<file path="config.mk">
export PLATFORM = sky130hd
export DESIGN_NAME = led_color_engine_hsv
export DESIGN_NICKNAME = d
export VERILOG_FILES = /design/src/rtl/lce_pkg.sv /design/src/rtl/lce_muldiv.sv /design/src/rtl/led_color_engine_hsv.sv
export SDC_FILE = /design/constraint.sdc
export NUM_CORES = 1
export LEC_CHECK = 0
export ABC_AREA = 1
export BUFFER_PORTS_ARGS = -buffer_cell sky130_fd_sc_hd__buf_2
export CAP_MARGIN = 20
export CORE_UTILIZATION = 47
export CTS_CLUSTER_DIAMETER = 30
export DETAILED_ROUTE_END_ITERATION = 12
export PLACE_DENSITY = 0.67
export RECOVER_POWER = 50
export SLEW_MARGIN = 30
export SYNTH_ARGS = -nofsm -noshare
export SYNTH_HDL_FRONTEND = slang
export SYNTH_SLANG_ARGS = --single-unit
</file>
<file path="constraint.sdc">
create_clock -name i_clk -period 6.2 [get_ports i_clk]
set_input_delay 0.93 -clock i_clk [delete_from_list [all_inputs] [get_ports i_clk]]
set_output_delay 0.93 -clock i_clk [all_outputs]
set_load 0.1 [all_outputs]
</file>
<file path="src/rtl/lce_pkg.sv">
// ----------------------------------------------------------------------------
// LED color engine package
// Shared constants, codes, state types and the multiply-divide unit's
// request and status words.
// ----------------------------------------------------------------------------
`default_nettype none

package lce_pkg;

    // Data widths
    localparam int DATA_W = 8;
    localparam int PROD_W = 2 * DATA_W;
    localparam int CNT_W  = $clog2(PROD_W);

    localparam logic [CNT_W-1:0] MUL_LAST = CNT_W'(DATA_W - 1);
    localparam logic [CNT_W-1:0] DIV_LAST = CNT_W'(PROD_W - 1);

    // Hue cycling divider
    localparam int CYCLE_DIVIDE = 4;
    localparam int PHASE_W      = (CYCLE_DIVIDE > 1) ? $clog2(CYCLE_DIVIDE) : 1;

    typedef logic [PHASE_W-1:0] t_phase;
    typedef logic [PHASE_W:0]   t_phase_ext;

    localparam t_phase_ext PHASE_MOD = (PHASE_W + 1)'(CYCLE_DIVIDE);

    // Color constants
    localparam logic [DATA_W-1:0] HUE_STEP       = 8'd43;
    localparam logic [DATA_W-1:0] HUE_GREEN_BASE = 8'd86;
    localparam logic [DATA_W-1:0] HUE_BLUE_BASE  = 8'd172;
    localparam logic [DATA_W-1:0] FULL_SCALE     = 8'd255;

    // Operation codes
    localparam logic [1:0] FN_TIMER   = 2'd0;
    localparam logic [1:0] FN_SET_RGB = 2'd1;
    localparam logic [1:0] FN_SET_HSV = 2'd2;

    // Configuration register indexes
    localparam logic [1:0] CFG_LIGHT_MODE = 2'd0;
    localparam logic [1:0] CFG_RGB_MODE   = 2'd1;
    localparam logic [1:0] CFG_LAMP_INT   = 2'd2;
    localparam logic [1:0] CFG_DIM_INT    = 2'd3;

    // light_mode bits
    localparam int LM_LAMP_BIT = 0;
    localparam int LM_RGB_BIT  = 1;

    // rgb_mode codes
    localparam logic [1:0] RGBM_DIMMED = 2'd1;
    localparam logic [1:0] RGBM_CYCLE  = 2'd2;

    // Multiply-divide unit states
    typedef enum logic [1:0] {
        MDV_IDLE,
        MDV_MUL,
        MDV_DIV
    } t_mdv_state;

    // Sequencer states
    typedef enum logic [3:0] {
        SEQ_IDLE,
        SEQ_PLAN,
        SEQ_HUE,
        SEQ_SAT,
        SEQ_CVAL,
        SEQ_XVAL,
        SEQ_SCL_RED,
        SEQ_SCL_GREEN,
        SEQ_SCL_BLUE,
        SEQ_DONE
    } t_seq_state;

    typedef struct packed {
        logic              start;
        logic [DATA_W-1:0] mcand;
        logic [DATA_W-1:0] mplier;
        logic [DATA_W-1:0] divisor;
    } t_mdv_req;

    typedef struct packed {
        logic              done;
        logic [DATA_W-1:0] quo;
    } t_mdv_stat;

    // Hue sector 0..5
    function automatic logic [2:0] f_hue_sector(input logic [DATA_W-1:0] h);
        logic [2:0] sec;
        priority if (h < 8'd43)  sec = 3'd0;
        else if     (h < 8'd86)  sec = 3'd1;
        else if     (h < 8'd129) sec = 3'd2;
        else if     (h < 8'd172) sec = 3'd3;
        else if     (h < 8'd215) sec = 3'd4;
        else                     sec = 3'd5;
        return sec;
    endfunction

    // First hue of a sector
    function automatic logic [DATA_W-1:0] f_sector_base(input logic [2:0] sec);
        logic [DATA_W-1:0] base;
        unique case (sec)
            3'd0:    base = 8'd0;
            3'd1:    base = 8'd43;
            3'd2:    base = 8'd86;
            3'd3:    base = 8'd129;
            3'd4:    base = 8'd172;
            default: base = 8'd215;
        endcase
        return base;
    endfunction

endpackage

`default_nettype wire

</file>
<file path="src/rtl/lce_muldiv.sv">
// ----------------------------------------------------------------------------
// LED color engine bit-serial multiply-divide unit
// Computes (mcand * mplier) / divisor: shift-add multiply one bit per cycle,
// then restoring division one quotient bit per cycle.
// ----------------------------------------------------------------------------
`default_nettype none

module lce_muldiv (
    input  wire                  i_clk,
    input  wire                  i_rst_n,
    input  wire lce_pkg::t_mdv_req  i_req,
    output lce_pkg::t_mdv_stat      o_stat
);

    lce_pkg::t_mdv_state r_state, n_state;
    logic [lce_pkg::CNT_W-1:0]  r_cnt, n_cnt;
    logic [lce_pkg::PROD_W-1:0] r_acc, n_acc;
    logic [lce_pkg::PROD_W-1:0] r_mcand, n_mcand;
    logic [lce_pkg::DATA_W-1:0] r_mplier, n_mplier;
    logic [lce_pkg::DATA_W-1:0] r_div, n_div;
    logic [lce_pkg::DATA_W-1:0] r_rem, n_rem;
    logic                       r_done, n_done;

    logic [lce_pkg::DATA_W:0] w_trial;
    logic [lce_pkg::DATA_W:0] w_diff;
    logic                     w_ge;

    always_ff @(posedge i_clk) begin
        if (!i_rst_n) begin
            r_state <= lce_pkg::MDV_IDLE;
            r_cnt   <= '0;
            r_done  <= 1'b0;
        end else begin
            r_state <= n_state;
            r_cnt   <= n_cnt;
            r_done  <= n_done;
        end
        r_acc    <= n_acc;
        r_mcand  <= n_mcand;
        r_mplier <= n_mplier;
        r_div    <= n_div;
        r_rem    <= n_rem;
    end

    always_comb begin
        n_state  = r_state;
        n_cnt    = r_cnt;
        n_acc    = r_acc;
        n_mcand  = r_mcand;
        n_mplier = r_mplier;
        n_div    = r_div;
        n_rem    = r_rem;
        n_done   = 1'b0;
        w_trial  = {r_rem, r_acc[lce_pkg::PROD_W-1]};
        w_ge     = (w_trial >= {1'b0, r_div});
        w_diff   = w_trial - {1'b0, r_div};
        unique case (r_state)
            lce_pkg::MDV_IDLE: begin
                if (i_req.start) begin
                    n_acc    = '0;
                    n_mcand  = {{lce_pkg::DATA_W{1'b0}}, i_req.mcand};
                    n_mplier = i_req.mplier;
                    n_div    = i_req.divisor;
                    n_cnt    = '0;
                    n_state  = lce_pkg::MDV_MUL;
                end
            end
            lce_pkg::MDV_MUL: begin
                if (r_mplier[0]) begin
                    n_acc = r_acc + r_mcand;
                end
                n_mcand  = {r_mcand[lce_pkg::PROD_W-2:0], 1'b0};
                n_mplier = {1'b0, r_mplier[lce_pkg::DATA_W-1:1]};
                n_cnt    = r_cnt + 1'b1;
                if (r_cnt == lce_pkg::MUL_LAST) begin
                    n_cnt   = '0;
                    n_rem   = '0;
                    n_state = lce_pkg::MDV_DIV;
                end
            end
            lce_pkg::MDV_DIV: begin
                n_rem = w_ge ? w_diff[lce_pkg::DATA_W-1:0] : w_trial[lce_pkg::DATA_W-1:0];
                n_acc = {r_acc[lce_pkg::PROD_W-2:0], w_ge};
                n_cnt = r_cnt + 1'b1;
                if (r_cnt == lce_pkg::DIV_LAST) begin
                    n_cnt   = '0;
                    n_done  = 1'b1;
                    n_state = lce_pkg::MDV_IDLE;
                end
            end
            default: begin
                n_state = lce_pkg::MDV_IDLE;
            end
        endcase
    end

    assign o_stat.done = r_done;
    assign o_stat.quo  = r_acc[lce_pkg::DATA_W-1:0];

endmodule

`default_nettype wire

</file>
<file path="src/rtl/led_color_engine_hsv.sv">
// ----------------------------------------------------------------------------
// LED color engine with HSV/RGB conversion
// Timer wrap detection, hue cycling, RGB/HSV conversion and level scaling.
// ----------------------------------------------------------------------------
// One word at a time: the input is taken only while the sequencer is idle,
// and a finished result sits in the output register while the next word is
// worked on. All products and quotients run through one bit-serial
// multiply-divide unit, each operation stepping through 8 multiply bits and
// then 16 quotient bits. A timer sample that does not step the hue runs
// three scaling operations; a color write, or a timer sample that steps the
// hue, runs two conversion operations plus three scaling operations. An RGB
// write whose channels are all equal skips the conversion. The input is free
// again in the same cycle as the result appears, so no new word is taken
// before the last one is through. A finished word also waits in the done
// state while the previous result is still held by the output stall.
// ----------------------------------------------------------------------------
`default_nettype none

module led_color_engine_hsv (
    input  wire        i_clk,
    input  wire        i_rst_n,
    // configuration
    input  wire        i_cfg_we,
    input  wire  [1:0] i_cfg_idx,
    input  wire  [7:0] i_cfg_data,
    // input words
    input  wire        i_in_valid,
    output logic       o_in_stall,
    input  wire  [1:0] i_func,
    input  wire  [7:0] i_counter_sample,
    input  wire  [7:0] i_chan_a,
    input  wire  [7:0] i_chan_b,
    input  wire  [7:0] i_chan_c,
    // result words
    output logic       o_out_valid,
    input  wire        i_out_stall,
    output logic [7:0] o_lamp_level,
    output logic [7:0] o_red_level,
    output logic [7:0] o_green_level,
    output logic [7:0] o_blue_level,
    output logic       o_timer_wrapped,
    output logic [7:0] o_hue_now
);

    // configuration
    logic [1:0] r_light_mode;
    logic [1:0] r_rgb_mode;
    logic [7:0] r_lamp_int;
    logic [7:0] r_dim_int;

    // sequencer
    lce_pkg::t_seq_state r_state, n_state;
    logic r_issued, n_issued;
    logic r_derive_hsv, n_derive_hsv;
    logic r_derive_rgb, n_derive_rgb;
    logic r_wrapped, n_wrapped;

    // color state
    logic [7:0]      r_prev, n_prev;
    lce_pkg::t_phase r_phase, n_phase;
    logic [7:0] r_hue, n_hue;
    logic [7:0] r_sat, n_sat;
    logic [7:0] r_val, n_val;
    logic [7:0] r_red, n_red;
    logic [7:0] r_green, n_green;
    logic [7:0] r_blue, n_blue;
    logic [7:0] r_cval, n_cval;
    logic [7:0] r_lvl_red, n_lvl_red;
    logic [7:0] r_lvl_green, n_lvl_green;
    logic [7:0] r_lvl_blue, n_lvl_blue;

    // output register
    logic       r_out_valid, n_out_valid;
    logic [7:0] r_out_lamp, n_out_lamp;
    logic [7:0] r_out_red, n_out_red;
    logic [7:0] r_out_green, n_out_green;
    logic [7:0] r_out_blue, n_out_blue;
    logic       r_out_wrapped, n_out_wrapped;
    logic [7:0] r_out_hue, n_out_hue;

    lce_pkg::t_mdv_req  w_req;
    lce_pkg::t_mdv_stat w_stat;

    logic                w_accept;
    logic                w_load;
    logic                w_wrap;
    lce_pkg::t_phase_ext w_phase_inc;
    lce_pkg::t_phase     w_phase_next;
    logic [7:0] w_mx;
    logic [7:0] w_mn;
    logic [7:0] w_delta;
    logic [7:0] w_hue_num;
    logic       w_hue_neg;
    logic [7:0] w_hue_base;
    logic [2:0] w_sector;
    logic [7:0] w_frac;
    logic [7:0] w_xfrac;
    logic [7:0] w_m;
    logic       w_dimmed;
    logic [7:0] w_scale;

    lce_muldiv u_muldiv (
        .i_clk   (i_clk),
        .i_rst_n (i_rst_n),
        .i_req   (w_req),
        .o_stat  (w_stat)
    );

    // configuration writes
    always_ff @(posedge i_clk) begin
        if (!i_rst_n) begin
            r_light_mode <= 2'd0;
            r_rgb_mode   <= 2'd0;
            r_lamp_int   <= 8'd255;
            r_dim_int    <= 8'd64;
        end else if (i_cfg_we) begin
            unique case (i_cfg_idx)
                lce_pkg::CFG_LIGHT_MODE: r_light_mode <= i_cfg_data[1:0];
                lce_pkg::CFG_RGB_MODE:   r_rgb_mode   <= i_cfg_data[1:0];
                lce_pkg::CFG_LAMP_INT:   r_lamp_int   <= i_cfg_data;
                lce_pkg::CFG_DIM_INT:    r_dim_int    <= i_cfg_data;
            endcase
        end
    end

    always_ff @(posedge i_clk) begin
        if (!i_rst_n) begin
            r_state      <= lce_pkg::SEQ_IDLE;
            r_issued     <= 1'b0;
            r_derive_hsv <= 1'b0;
            r_derive_rgb <= 1'b0;
            r_out_valid  <= 1'b0;
            r_prev       <= '0;
            r_phase      <= '0;
            r_hue        <= '0;
            r_sat        <= '0;
            r_val        <= '0;
            r_red        <= '0;
            r_green      <= '0;
            r_blue       <= '0;
        end else begin
            r_state      <= n_state;
            r_issued     <= n_issued;
            r_derive_hsv <= n_derive_hsv;
            r_derive_rgb <= n_derive_rgb;
            r_out_valid  <= n_out_valid;
            r_prev       <= n_prev;
            r_phase      <= n_phase;
            r_hue        <= n_hue;
            r_sat        <= n_sat;
            r_val        <= n_val;
            r_red        <= n_red;
            r_green      <= n_green;
            r_blue       <= n_blue;
        end
        r_wrapped     <= n_wrapped;
        r_cval        <= n_cval;
        r_lvl_red     <= n_lvl_red;
        r_lvl_green   <= n_lvl_green;
        r_lvl_blue    <= n_lvl_blue;
        r_out_lamp    <= n_out_lamp;
        r_out_red     <= n_out_red;
        r_out_green   <= n_out_green;
        r_out_blue    <= n_out_blue;
        r_out_wrapped <= n_out_wrapped;
        r_out_hue     <= n_out_hue;
    end

    // narrow datapath helpers
    always_comb begin
        w_accept     = i_in_valid && (r_state == lce_pkg::SEQ_IDLE);
        w_load       = (r_state == lce_pkg::SEQ_DONE) && (!r_out_valid || !i_out_stall);
        w_wrap       = (i_counter_sample < r_prev);
        w_phase_inc  = {1'b0, r_phase} + 1'b1;
        w_phase_next = (w_phase_inc == lce_pkg::PHASE_MOD) ?
                       '0 : w_phase_inc[lce_pkg::PHASE_W-1:0];

        w_mx = r_red;
        if (r_green > w_mx) w_mx = r_green;
        if (r_blue > w_mx)  w_mx = r_blue;
        w_mn = r_red;
        if (r_green < w_mn) w_mn = r_green;
        if (r_blue < w_mn)  w_mn = r_blue;
        w_delta = w_mx - w_mn;

        priority if (w_mx == r_red) begin
            w_hue_base = 8'd0;
            w_hue_neg  = (r_green < r_blue);
            w_hue_num  = w_hue_neg ? (r_blue - r_green) : (r_green - r_blue);
        end else if (w_mx == r_green) begin
            w_hue_base = lce_pkg::HUE_GREEN_BASE;
            w_hue_neg  = (r_blue < r_red);
            w_hue_num  = w_hue_neg ? (r_red - r_blue) : (r_blue - r_red);
        end else begin
            w_hue_base = lce_pkg::HUE_BLUE_BASE;
            w_hue_neg  = (r_red < r_green);
            w_hue_num  = w_hue_neg ? (r_green - r_red) : (r_red - r_green);
        end

        w_sector = lce_pkg::f_hue_sector(r_hue);
        w_frac   = r_hue - lce_pkg::f_sector_base(w_sector);
        w_xfrac  = w_sector[0] ? (lce_pkg::HUE_STEP - w_frac) : w_frac;
        w_m      = r_val - r_cval;

        w_dimmed = (r_rgb_mode == lce_pkg::RGBM_DIMMED);
        w_scale  = w_dimmed ? r_dim_int : lce_pkg::FULL_SCALE;
    end

    // sequencer
    always_comb begin
        n_state       = r_state;
        n_issued      = r_issued;
        n_derive_hsv  = r_derive_hsv;
        n_derive_rgb  = r_derive_rgb;
        n_wrapped     = r_wrapped;
        n_prev        = r_prev;
        n_phase       = r_phase;
        n_hue         = r_hue;
        n_sat         = r_sat;
        n_val         = r_val;
        n_red         = r_red;
        n_green       = r_green;
        n_blue        = r_blue;
        n_cval        = r_cval;
        n_lvl_red     = r_lvl_red;
        n_lvl_green   = r_lvl_green;
        n_lvl_blue    = r_lvl_blue;
        n_out_valid   = r_out_valid && i_out_stall;
        n_out_lamp    = r_out_lamp;
        n_out_red     = r_out_red;
        n_out_green   = r_out_green;
        n_out_blue    = r_out_blue;
        n_out_wrapped = r_out_wrapped;
        n_out_hue     = r_out_hue;

        w_req.start   = 1'b0;
        w_req.mcand   = '0;
        w_req.mplier  = '0;
        w_req.divisor = '0;

        unique case (r_state)
            lce_pkg::SEQ_IDLE: begin
                if (w_accept) begin
                    n_derive_hsv = 1'b0;
                    n_derive_rgb = 1'b0;
                    n_wrapped    = 1'b0;
                    n_state      = lce_pkg::SEQ_PLAN;
                    unique case (i_func)
                        lce_pkg::FN_TIMER: begin
                            n_wrapped = w_wrap;
                            n_prev    = i_counter_sample;
                            if (w_wrap) begin
                                n_phase = w_phase_next;
                                if (w_phase_next == '0 && r_rgb_mode == lce_pkg::RGBM_CYCLE) begin
                                    n_hue        = r_hue + 1'b1;
                                    n_derive_rgb = 1'b1;
                                end
                            end
                        end
                        lce_pkg::FN_SET_RGB: begin
                            n_red        = i_chan_a;
                            n_green      = i_chan_b;
                            n_blue       = i_chan_c;
                            n_derive_hsv = 1'b1;
                        end
                        lce_pkg::FN_SET_HSV: begin
                            n_hue        = i_chan_a;
                            n_sat        = i_chan_b;
                            n_val        = i_chan_c;
                            n_derive_rgb = 1'b1;
                        end
                        default: begin
                        end
                    endcase
                end
            end
            lce_pkg::SEQ_PLAN: begin
                priority if (r_derive_hsv) begin
                    n_val = w_mx;
                    if (w_delta == '0) begin
                        n_hue   = '0;
                        n_sat   = '0;
                        n_state = lce_pkg::SEQ_SCL_RED;
                    end else begin
                        n_state = lce_pkg::SEQ_HUE;
                    end
                end else if (r_derive_rgb) begin
                    n_state = lce_pkg::SEQ_CVAL;
                end else begin
                    n_state = lce_pkg::SEQ_SCL_RED;
                end
            end
            lce_pkg::SEQ_HUE: begin
                w_req.mcand   = w_hue_num;
                w_req.mplier  = lce_pkg::HUE_STEP;
                w_req.divisor = w_delta;
                if (w_stat.done) begin
                    n_hue   = w_hue_neg ? (w_hue_base - w_stat.quo) : (w_hue_base + w_stat.quo);
                    n_state = lce_pkg::SEQ_SAT;
                end
            end
            lce_pkg::SEQ_SAT: begin
                w_req.mcand   = w_delta;
                w_req.mplier  = lce_pkg::FULL_SCALE;
                w_req.divisor = w_mx;
                if (w_stat.done) begin
                    n_sat   = w_stat.quo;
                    n_state = lce_pkg::SEQ_SCL_RED;
                end
            end
            lce_pkg::SEQ_CVAL: begin
                w_req.mcand   = r_sat;
                w_req.mplier  = r_val;
                w_req.divisor = lce_pkg::FULL_SCALE;
                if (w_stat.done) begin
                    n_cval  = w_stat.quo;
                    n_state = lce_pkg::SEQ_XVAL;
                end
            end
            lce_pkg::SEQ_XVAL: begin
                w_req.mcand   = r_cval;
                w_req.mplier  = w_xfrac;
                w_req.divisor = lce_pkg::HUE_STEP;
                if (w_stat.done) begin
                    unique case (w_sector)
                        3'd0: begin
                            n_red = r_cval + w_m; n_green = w_stat.quo + w_m; n_blue = w_m;
                        end
                        3'd1: begin
                            n_red = w_stat.quo + w_m; n_green = r_cval + w_m; n_blue = w_m;
                        end
                        3'd2: begin
                            n_red = w_m; n_green = r_cval + w_m; n_blue = w_stat.quo + w_m;
                        end
                        3'd3: begin
                            n_red = w_m; n_green = w_stat.quo + w_m; n_blue = r_cval + w_m;
                        end
                        3'd4: begin
                            n_red = w_stat.quo + w_m; n_green = w_m; n_blue = r_cval + w_m;
                        end
                        default: begin
                            n_red = r_cval + w_m; n_green = w_m; n_blue = w_stat.quo + w_m;
                        end
                    endcase
                    n_state = lce_pkg::SEQ_SCL_RED;
                end
            end
            lce_pkg::SEQ_SCL_RED: begin
                w_req.mcand   = r_red;
                w_req.mplier  = w_scale;
                w_req.divisor = lce_pkg::FULL_SCALE;
                if (w_stat.done) begin
                    n_lvl_red = w_stat.quo;
                    n_state   = lce_pkg::SEQ_SCL_GREEN;
                end
            end
            lce_pkg::SEQ_SCL_GREEN: begin
                w_req.mcand   = r_green;
                w_req.mplier  = w_scale;
                w_req.divisor = lce_pkg::FULL_SCALE;
                if (w_stat.done) begin
                    n_lvl_green = w_stat.quo;
                    n_state     = lce_pkg::SEQ_SCL_BLUE;
                end
            end
            lce_pkg::SEQ_SCL_BLUE: begin
                w_req.mcand   = r_blue;
                w_req.mplier  = w_scale;
                w_req.divisor = lce_pkg::FULL_SCALE;
                if (w_stat.done) begin
                    n_lvl_blue = w_stat.quo;
                    n_state    = lce_pkg::SEQ_DONE;
                end
            end
            lce_pkg::SEQ_DONE: begin
                if (w_load) begin
                    n_out_valid   = 1'b1;
                    n_out_lamp    = r_light_mode[lce_pkg::LM_LAMP_BIT] ?
                                    (w_dimmed ? r_dim_int : r_lamp_int) : 8'd0;
                    n_out_red     = r_light_mode[lce_pkg::LM_RGB_BIT] ? r_lvl_red : 8'd0;
                    n_out_green   = r_light_mode[lce_pkg::LM_RGB_BIT] ? r_lvl_green : 8'd0;
                    n_out_blue    = r_light_mode[lce_pkg::LM_RGB_BIT] ? r_lvl_blue : 8'd0;
                    n_out_wrapped = r_wrapped;
                    n_out_hue     = r_hue;
                    n_state       = lce_pkg::SEQ_IDLE;
                end
            end
            default: begin
                n_state = lce_pkg::SEQ_IDLE;
            end
        endcase

        // issue one unit operation per arithmetic state, drop the flag on its result
        w_req.start = (r_state == lce_pkg::SEQ_HUE      || r_state == lce_pkg::SEQ_SAT     ||
                       r_state == lce_pkg::SEQ_CVAL     || r_state == lce_pkg::SEQ_XVAL    ||
                       r_state == lce_pkg::SEQ_SCL_RED  || r_state == lce_pkg::SEQ_SCL_GREEN ||
                       r_state == lce_pkg::SEQ_SCL_BLUE) && !r_issued;
        if (w_req.start) begin
            n_issued = 1'b1;
        end else if (w_stat.done) begin
            n_issued = 1'b0;
        end
    end

    assign o_in_stall      = (r_state != lce_pkg::SEQ_IDLE);
    assign o_out_valid     = r_out_valid;
    assign o_lamp_level    = r_out_lamp;
    assign o_red_level     = r_out_red;
    assign o_green_level   = r_out_green;
    assign o_blue_level    = r_out_blue;
    assign o_timer_wrapped = r_out_wrapped;
    assign o_hue_now       = r_out_hue;

    a_accept_plans: assert property (@(posedge i_clk) disable iff (!i_rst_n)
        (i_in_valid && !o_in_stall) |=> (r_state == lce_pkg::SEQ_PLAN))
        else $error("accepted word did not enter planning");

    a_result_from_done: assert property (@(posedge i_clk) disable iff (!i_rst_n)
        $rose(o_out_valid) |-> $past(r_state == lce_pkg::SEQ_DONE))
        else $error("result raised outside the done state");

    a_unit_pending: assert property (@(posedge i_clk) disable iff (!i_rst_n)
        w_stat.done |-> (r_issued && !w_req.start))
        else $error("unit result without a pending operation");

    a_hsv_value_max: assert property (@(posedge i_clk) disable iff (!i_rst_n)
        (r_state == lce_pkg::SEQ_DONE && r_derive_hsv) |->
        (r_red <= r_val && r_green <= r_val && r_blue <= r_val))
        else $error("derived value is not the channel maximum");

endmodule

`default_nettype wire

</file>
* After elaboration in Yosys (flattened, before gate mapping)
Index checks and enable logic that the tools add are counted.
** Cells by class
- $lt $le $gt $ge :: 14
- Equal/unequal tests :: 48
- Shifts and indexed selects :: 0
- Add/subtract/negate cells :: 19
- Reduce and logical (&&, ||, !) cells :: 62
- Div/mod/pow operators :: 0
- $mul :: 0
- Mux-type cells :: 95
- Bitwise logic cells :: 0
** Operators by type and width (number)
- $mux 8 :: 39
- $pmux 24 s7 :: 1
- $pmux 8 s2 :: 10
- $sub 8x8->8 :: 11
- $lt 8x8->1 :: 6
- $mux 16 :: 3
- $mux 4 :: 12
- $pmux 16 s3 :: 1
- $pmux 8 s3 :: 2
- $pmux 8 s5 :: 1
- $pmux 4 s9 :: 1
- $pmux 16 s2 :: 1
- $reduce_and 2->1 :: 15
- $ne 2x1->1 const B :: 14
- $add 8x8->8 :: 3
- $lt 8x8->1 const B :: 3
- $eq 4x3->1 const B :: 5
- $add 16x16->16 :: 1
- $eq 8x8->1 :: 2
- $gt 8x8->1 :: 2
- $reduce_and 8->1 :: 2
- $mux 3 :: 5
- $reduce_or 2->1 :: 7
- $eq 4x4->1 const B :: 3
- other kinds (35) :: 88
** Storage, ports and cells
- Memory bits (read-only) :: 0
- Latch bits :: 0
- Register bits after elaboration :: 223
- Output and inout bits :: 43
- Bits in writable memories :: 0
- Input port bits :: 49
- Word-level logic and storage cells :: 274
- Memories kept :: 0

* Logic depth before layout (Yosys ltp)
Gate-level depths: netlist of run 1.
- Word-level depth :: 14
- Mapped depth :: 55
- Mapped depth without buffers :: 53

* Cells and area by module
Synthesis of run 1 repeated with hierarchy kept, for this count alone.
** Unflattened totals
- Cell total of the unflattened synthesis :: 2294
- Area, all modules :: 16955.0 um^2
** By module, submodules not included
- led_color_engine_hsv :: area an instance 12934.9 um^2, times used 1, seq. area each 3943.8 um^2, cells an instance 1797
- lce_muldiv :: area an instance 4020.1 um^2, times used 1, seq. area each 1821.7 um^2, cells an instance 497

* Least setup slack after synthesis of run 1
No wires, ideal clock.
- Kind :: reg-to-reg
- Start point :: register r_red[1]
- End point :: register r_hue[7]
- Library setup time :: 112 ps
- Stages on the path, launching flop included :: 50
- Required time :: 6088 ps
- Arrival time :: 5952 ps
- Period minus slack after synthesis :: 6064 ps
- Path buffers :: 2
- Slack :: 136 ps
- Path through :: dfxtp_1 -> inv_1 -> fa_1 -> nand3_1 -> nand3_1 -> nand2_1 -> nand2_2 -> nand2_2 -> clkbuf_1 -> nand2_1 -> o21ai_0 -> inv_1 -> ha_1 -> a21oi_1 -> nor2_1 -> a211oi_1 -> nand2_4 -> nand2_4 -> [14 not listed] -> inv_1 -> a31oi_1 -> nor2_1 -> nor2_1 -> o21bai_1 -> nand2_1 -> nand2_1 -> a21oi_1 -> xor2_1 -> inv_1 -> nand2_1 -> nand2_1 -> inv_1 -> nand2_1 -> nand3_1 -> nand2_1 -> nor2_1 -> nor2_1
** Between the ends
- Word-level cells in the longest chain between the ends :: 11
- Elaborated cells on any way between the ends :: 25
- Those cells by class :: 3 x add/sub; 6 x order compare; 3 x eq/ne; 11 x mux; 2 x reduce/logical
** Ends and longest elaborated chain
- start, declared :: line led_color_engine_hsv.sv:64 : logic [7:0] r_red, n_red;
- start signal, assigned :: line led_color_engine_hsv.sv:152 : r_red <= n_red;
- $gt 8x8->1 :: line led_color_engine_hsv.sv:179 : if (r_green > w_mx) w_mx = r_green;
- $mux 8 :: line led_color_engine_hsv.sv:179
- $gt 8x8->1 :: line led_color_engine_hsv.sv:180 : if (r_blue > w_mx) w_mx = r_blue;
- $mux 8 :: line led_color_engine_hsv.sv:180
- $eq 8x8->1 :: line led_color_engine_hsv.sv:190 : end else if (w_mx == r_green) begin
- $mux 8 :: line led_color_engine_hsv.sv:190
- $mux 8 :: line led_color_engine_hsv.sv:186 : priority if (w_mx == r_red) begin
- $add 8x8->8 or $sub 8x8->8 (tied branches) :: line led_color_engine_hsv.sv:298 : n_hue = w_hue_neg ? (w_hue_base - w_stat.quo) : (w_hue_base + w_stat.quo);
- $mux 8 :: line led_color_engine_hsv.sv:298
- $mux 8 :: line led_color_engine_hsv.sv:297 : if (w_stat.done) begin
- $pmux 8 s3 :: line led_color_engine_hsv.sv:241 : unique case (r_state)
- end signal, assigned :: line led_color_engine_hsv.sv:149 : r_hue <= n_hue;
- end, declared :: line led_color_engine_hsv.sv:61 : logic [7:0] r_hue, n_hue;
Several ways; a longest one is shown, not always the timed one. The select of a mux whose other input is x is not followed.
A chain may end at the register's enable or synchronous reset.

* Worst setup path after layout of run 1
- Start point :: register r_green[0]
- End point :: register r_hue[7]
** Between the ends
- Word-level cells in the longest chain between the ends :: 11
- Elaborated cells on any way between the ends :: 25
- Those cells by class :: 3 x add/sub; 6 x order compare; 3 x eq/ne; 11 x mux; 2 x reduce/logical
** Ends and longest elaborated chain
- start, declared :: line led_color_engine_hsv.sv:65 : logic [7:0] r_green, n_green;
- start signal, assigned :: line led_color_engine_hsv.sv:153 : r_green <= n_green;
- $gt 8x8->1 :: line led_color_engine_hsv.sv:179
- $mux 8 :: line led_color_engine_hsv.sv:179
- $gt 8x8->1 :: line led_color_engine_hsv.sv:180
- $mux 8 :: line led_color_engine_hsv.sv:180
- $eq 8x8->1 :: line led_color_engine_hsv.sv:190
- $mux 8 :: line led_color_engine_hsv.sv:190
- $mux 8 :: line led_color_engine_hsv.sv:186
- $add 8x8->8 or $sub 8x8->8 (tied branches) :: line led_color_engine_hsv.sv:298
- $mux 8 :: line led_color_engine_hsv.sv:298
- $mux 8 :: line led_color_engine_hsv.sv:297
- $pmux 8 s3 :: line led_color_engine_hsv.sv:241
Several ways; a longest one is shown, not always the timed one. The select of a mux whose other input is x is not followed.

==> key figures, run 1 <==
Synth
  • Synth Instances: 2155
  • Share of flip-flops with an asynchronous set or reset after synthesis: 0
  • Cell type with the highest aggregate area in the netlist: sky130_fd_sc_hd__edfxtp_1
  • Yosys Warn Count: 0
  • Share of the synthesized area in the top cell type: 0.240
  • Top area cells in the synthesized netlist: sky130_fd_sc_hd__edfxtp_1, sky130_fd_sc_hd__nand2_1, sky130_fd_sc_hd__dfxtp_1, sky130_fd_sc_hd__ha_1, sky130_fd_sc_hd__inv_1
  • Seq cells post-synth: 223
  • Mapped cell area: 16300 sq um
  • Sequential fraction of the synthesis area: 0.355
  • Top post-synthesis cells by count: sky130_fd_sc_hd__nand2_1, sky130_fd_sc_hd__inv_1, sky130_fd_sc_hd__a21oi_1, sky130_fd_sc_hd__nor2_1, sky130_fd_sc_hd__o21ai_0
  • Mapped Avg Cell Area: 7.54 sq um
  • Number of enable flip-flop cells after synthesis: 130
  • Main synth FF type: sky130_fd_sc_hd__edfxtp_1
  • Library cell with the highest instance count after synthesis: sky130_fd_sc_hd__nand2_1
  • Unique masters post-synth: 52
  • Number of nets produced by synthesis: 2357

Clocking
  • Latest clock arrival within the worst-skew pair: 0.56 ns
  • Clock tree from TritonCTS: built
  • Hold_buf cts: 0
  • Clock slew at the register clock pins of the worst setup and hold paths: 0.05 ns
  • Buffer levels on the longest clock path: 3
  • H-tree levels: 2
  • Number of buffers created by CTS: 44
  • Total number of clock tree sinks: 223
  • Root buffer cell: sky130_fd_sc_hd__clkbuf_16

Route
  • Residual antenna-violating net count after detailed routing: 0
  • First-pass detailed-route iteration total: 6
  • DRT iter0 DRCs: 1393
  • DRC errors left: 0
  • Routed wire length: 57500 microns
  • Vias after detailed routing: 16116
  • Avg WL per Cell: 20.3 microns
  • Detail-routed via count per cell: 5.69

Timing
  • Final number of hold-violating endpoints: 0
  • Setup repair after global routing missed its margin: yes
  • Slew at the pin closest to its max-slew limit: 2.41 ns
  • Clk_skew: 0.0235 ns
  • Minimum clock period after layout: 5.93 ns
  • Setup violation total in the final timing report: 0
  • F_max: 0.169 GHz
  • Headroom to the max-slew limit: -0.607
  • Final slew viol count: 77
  • Final Cycle Share: 0.957

Floorplanning
  • Horizontal die dimension: 188 microns
  • Die area: 35300 sq um
  • Initial core utilization: 0.481
  • Area inside the core boundary: 33800 sq um
  • Ports placed on the boundary: 92
  • Row cnt: 67
  • DIE HEIGHT: 188 microns

Place
  • Port Buffers: 91
  • Total instance count after detailed placement: 2739
  • Routability-driven placement congestion ratio: 0.982
  • Dpl hpwl: 43200 microns

Job
  • Number of maximum-capacitance constraint violations: 2

Final layout
  • Share of final-layout standard cells stronger than drive strength 1: 0.144
  • Net count reported at finish: 2549
  • Growth of design area from synthesis to finish: 21.3%
  • Antenna cells: 0
  • Top flop regs: u_muldiv.r_acc x16, u_muldiv.r_mcand x16
  • Finished Layout Cells: 2831

Outcome
  • Violations in the final reports: capacitance limit, slew limit
  • Status: complete, but fails checks

Critical path
  • Launching element type of the critical path: flip-flop
  • Max stage delay on crit path: 0.34 ns
  • Cell with the most instances on the worst path: sky130_fd_sc_hd__nand2_1
  • Max Fanout on Critical Path: 7
  • Crit. End Element: flip-flop
  • Type of the worst setup path: reg2reg
  • Crit path DAT: 6.38 ns
  • Required time at the worst-slack endpoint: 6.64 ns
  • CP max-delay cell: sky130_fd_sc_hd__fa_2

Global routing
  • Via count of the first global-routing pass: 15134
  • GRT overflow: 0
  • Number of antenna violations at the first check in global routing: 0
  • First-pass GRT wire length: 86700 microns
  • Overall fraction of global-route tracks in use: 0.320
  • Maximum number of pins on one net before global-route repair: 54

Min path
  • Type of the worst min-delay path: reg2reg
## worst max-delay path, delay by kind of cell, from the launching register on
family	cells	cell delay [ns]
DFF	1	0.31
buffers and inverters	9	0.78
xor gates and xnor gates	2	0.42
adders and majority gates	4	1.07
and+or+nand+nor	31	2.56
AOI/OAI and AO/OA	5	0.67
## placed cells by master (no fill, tap or decap), types with 15 or more instances in the layout
cell type                   count
sky130_fd_sc_hd__nand2_1      502
sky130_fd_sc_hd__inv_1        262
sky130_fd_sc_hd__a21oi_1      193
sky130_fd_sc_hd__nor2_1       164
sky130_fd_sc_hd__o21ai_0      138
sky130_fd_sc_hd__ha_1         133
sky130_fd_sc_hd__edfxtp_1     130
sky130_fd_sc_hd__nand3_1      104
sky130_fd_sc_hd__buf_4        100
sky130_fd_sc_hd__dfxtp_1       93
sky130_fd_sc_hd__buf_2         50
sky130_fd_sc_hd__clkbuf_1      48
sky130_fd_sc_hd__xor2_1        47
sky130_fd_sc_hd__clkbuf_16     45
sky130_fd_sc_hd__o211ai_1      29
sky130_fd_sc_hd__nand2_2       28
sky130_fd_sc_hd__nor3_1        21
sky130_fd_sc_hd__xnor2_1       17
sky130_fd_sc_hd__nand4_1       17
sky130_fd_sc_hd__o221ai_1      16
sky130_fd_sc_hd__o22ai_1       16
sky130_fd_sc_hd__a221oi_1      15
## repair_timing
item / 4_1_cts / 5_1_grt
gates cloned: 0 / 2
setup buffers: 0 / 7
pin swaps: 1 / 22
resized for setup: 3 / 70
endpoints found under the setup margin: 1 / 5
## kinds of logic after synthesis
kind of cell | Yosys count | synth area share
simple gates | 900 | 0.236
compound gates | 479 | 0.170
buf+inv | 334 | 0.0796
flops | 223 | 0.355
fa+ha+maj | 153 | 0.124
xor+xnor | 64 | 0.0345
mux | 2 | 0.00123
## per-layer routing
metal	part of all wire	GRT usage
met1	0.41	0.402
met2	0.46	0.530
met4	0.051	0.157
met5	0	0
met3	0.075	0.0573
## stage by stage
step / util / hold WS (ns) / setup TNS, ns / area, sq um / setup slack (ns)
after floorplan: - / 0.400 / 0 / 16300 / 0.136
after global placement: 0.527 / 0.427 / 0 / 17800 / 0.0171
after detailed placement: 0.527 / 0.420 / -0.117 / 17800 / -0.117
after CTS: 0.574 / 0.429 / 0 / 19400 / 0.0348
after global routing: 0.583 / 0.445 / -0.147 / 19700 / -0.147
final: 0.583 / 0.432 / 0 / 19700 / 0.265
## worst paths after layout
check | cells after the start | endpoint | startpoint | slack [ns]
worst min register to register | 0 | o_timer_wrapped | r_wrapped | 0.43
worst max register to register | 51 | r_hue[7] | r_green[0] | 0.27
worst max-delay path | 51 | r_hue[7] | r_green[0] | 0.27
worst min-delay path | 0 | o_timer_wrapped | r_wrapped | 0.43
## final cells by class
type                       count  area (sq um)
sequential                   223          5770
clock buffer                  51          1170
fill                        3124         14100
multi-input combinational   1600          9530
clock inverter                31           404
inverter                     277          1040
timing repair buffer         201          1240
tap                          448           561
Power of run 1 is not shown: default switching activity piles up to over one toggle a cycle in this logic, so the estimate is an artifact.
==> run 2, diff against run 1 <==
--- a/config.mk
+++ b/config.mk
@@ -8,10 +8,10 @@
 export ABC_AREA = 1
 export BUFFER_PORTS_ARGS = -buffer_cell sky130_fd_sc_hd__buf_2
 export CAP_MARGIN = 20
-export CORE_UTILIZATION = 47
+export CORE_UTILIZATION = 57
 export CTS_CLUSTER_DIAMETER = 30
 export DETAILED_ROUTE_END_ITERATION = 12
-export PLACE_DENSITY = 0.67
+export PLACE_DENSITY = 0.78
 export RECOVER_POWER = 50
 export SLEW_MARGIN = 30
 export SYNTH_ARGS = -nofsm -noshare
==> key figures, run 2 (synthesis results as in run 1) <==
Outcome
  • Status: finished, final reports clean

Place
  • Dpl hpwl: 42300 microns (-2.2%)
  • Routability-driven placement congestion ratio: 1.05 (+7.4%)
  • Total instance count after detailed placement: 2637 (-3.7%)
  • Port Buffers: 91 (unchanged)
  • Area post-placement: 17500 sq um (-1.8%)

Timing
  • Slew at the pin closest to its max-slew limit: 0.949 ns (-1.46 ns)
  • F_max: 0.167 GHz (-1.0%)
  • Worst-case hold slack: 0.425 ns (-0.00737 ns)
  • Final Cycle Share: 0.967 (+0.00989)
  • Setup violation total in the final timing report: 0 (unchanged)
  • Headroom to the max-slew limit: 0.363 (+0.970)
  • Clk_skew: 0.0355 ns (+0.0120 ns)
  • Sum Neg Setup Slack: 0 ns (unchanged)
  • Final slew viol count: 0 (-100%)
  • Minimum clock period after layout: 6.00 ns (+0.0613 ns)
  • Setup repair after global routing missed its margin: yes
  • Final number of hold-violating endpoints: 0 (unchanged)

Clocking
  • Buffer levels on the longest clock path: 3 (unchanged)
  • H-tree levels: 2 (unchanged)
  • Latest clock arrival within the worst-skew pair: 0.57 ns (about the same)
  • Clock tree from TritonCTS: built
  • Hold_buf cts: 0 (unchanged)
  • Clock slew at the register clock pins of the worst setup and hold paths: 0.05 ns (about the same)
  • Number of buffers created by CTS: 49 (+11%)
  • Root buffer cell: sky130_fd_sc_hd__clkbuf_16
  • Total number of clock tree sinks: 223 (unchanged)

Floorplanning
  • Area inside the core boundary: 27900 sq um (-17%)
  • Horizontal die dimension: 171 microns (-9.1%)
  • Die area: 29200 sq um (-17%)
  • Initial core utilization: 0.582 (+0.101)
  • DIE HEIGHT: 171 microns (-9.1%)
  • Row cnt: 61 (-9.0%)
  • Ports placed on the boundary: 92 (unchanged)

Final layout
  • Most frequent standard cell in the layout excluding fill and tap cells: sky130_fd_sc_hd__nand2_1
  • Top flop regs: u_muldiv.r_acc x16, u_muldiv.r_mcand x16
  • Net count reported at finish: 2526 (-0.90%)
  • Share of final-layout standard cells stronger than drive strength 1: 0.150 (+0.00575)
  • Finished Layout Cells: 2743 (-3.1%)
  • Leading cell types in the layout, fill and taps excluded: sky130_fd_sc_hd__nand2_1, sky130_fd_sc_hd__inv_1, sky130_fd_sc_hd__a21oi_1
  • Growth of design area from synthesis to finish: 20.3%
  • Fill cells: 2254 (-28%)
  • Layout Cell Area excl Fill: 19600 sq um (-0.79%)
  • Antenna cells: 0 (unchanged)

Critical path
  • Max stage delay on crit path: 0.34 ns (about the same)
  • Slack of the worst reg-to-reg path: 0.20 ns (-0.06 ns)
  • WP buf/inv: 8 (-1)
  • Number of cell instances on the worst register-to-register path: 50 (-2.0%)
  • R2r endpoint: r_hue[7]
  • Launching instance or port of the critical path: r_green[0]
  • Cell with the most instances on the worst path: sky130_fd_sc_hd__nand2_1
  • Launching element type of the critical path: flip-flop
  • Required time at the worst-slack endpoint: 6.66 ns (+0.02 ns)
  • Crit. End Element: flip-flop
  • Crit path DAT: 6.46 ns (+0.08 ns)
  • Max Fanout on Critical Path: 6 (-1)
  • CP max-delay cell: sky130_fd_sc_hd__fa_2
  • Reg-to-reg startpoint: r_green[0]
  • Type of the worst setup path: reg2reg
  • Gate family responsible for the most delay along the worst path: simple AND/OR/NAND/NOR gates

Global routing
  • First-pass GRT wire length: 87200 microns (+0.56%)
  • Maximum number of pins on one net before global-route repair: 54 (unchanged)
  • Via count of the first global-routing pass: 15820 (+4.5%)
  • Number of antenna violations at the first check in global routing: 0 (unchanged)
  • Overall fraction of global-route tracks in use: 0.393 (+0.0734)
  • GRT overflow: 0 (unchanged)

Route
  • Residual antenna-violating net count after detailed routing: 0 (unchanged)
  • Detail-routed via count per cell: 6.02 (+5.8%)
  • Vias after detailed routing: 16526 (+2.5%)
  • DRC errors left: 0 (unchanged)
  • DRT iter0 DRCs: 1901 (+36%)
  • First-pass detailed-route iteration total: 8 (+2)
  • Avg WL per Cell: 20.9 microns (+2.9%)
  • Routed wire length: 57300 microns (-0.32%)

Job
  • Number of maximum-capacitance constraint violations: 0 (-2)

Min path
  • Type of the worst min-delay path: reg2reg
  • Origin of the worst min-delay path: r_wrapped
  • Sink of the worst hold path: o_timer_wrapped
  • Worst hold stages: 0 (unchanged)
run 2: cell count changes in the layout (fill, tap and decap cells not counted), sizes merged:
cell and delta:
clkbuf -40, buf +15, bufinv +3, clkinv +2
clkinvlp +2
run 2: worst max-delay path by stage:
stage / slack [ns] / depth (start not counted) / to
final: 0.20 / 50 / r_hue[7]
after detailed placement: -0.01 / 50 / r_hue[7]
after CTS: 0.02 / 50 / r_hue[7]
after global routing: -0.18 / 50 / r_hue[7]
after floorplan: 0.14 / 49 / r_hue[7]
after global placement: 0.1 / 49 / r_hue[7]
run 2: worst reg2reg max path: cells and delay by family (launching register included):
| family | cells | cell delay, ns |
|---|---|---|
| AOI/OAI and AO/OA | 5 | 0.63 |
| xor gates and xnor gates | 2 | 0.44 |
| adders and majority gates | 4 | 1.13 |
| buffers and inverters | 8 | 0.72 |
| DFF | 1 | 0.31 |
| and+or+nand+nor | 31 | 2.70 |
run 2: area by class of cell:
type,count,area [sq um],share of cell area
multi-input cells,1600,9400,0.480
clock inverters,38,531,0.0271
inverters,277,1040,0.0533
clock buffers,54,1260,0.0647
flip-flops and latches,223,5770,0.295
repair buffers,173,1080,0.0553
well taps,378,473,0.0242
run 2: through the flow:
stage / util / worst slack (ns)
finish: 0.700 / 0.204
CTS: 0.691 / 0.0161
floorplan: - / 0.136
global placement: 0.626 / 0.0982
detailed placement: 0.626 / -0.0107
global route: 0.700 / -0.182
run 2: what timing repair did:
action,4_1_cts,5_1_grt
gates cloned,0,2
endpoints found under the setup margin,1,5
buffers inserted,1,11
pin swaps,1,15
resized for setup,1,46
run 2: per-layer routing:
metal / share of wire / up-vias / global-route usage
met5: 0 / - / 0
met4: 0.054 / 0 / 0.194
met3: 0.099 / 233 / 0.0726
met2: 0.45 / 994 / 0.643
met1: 0.39 / 7649 / 0.500
li1: - / 7650 / -
Power of run 2 is left out for the same reason.
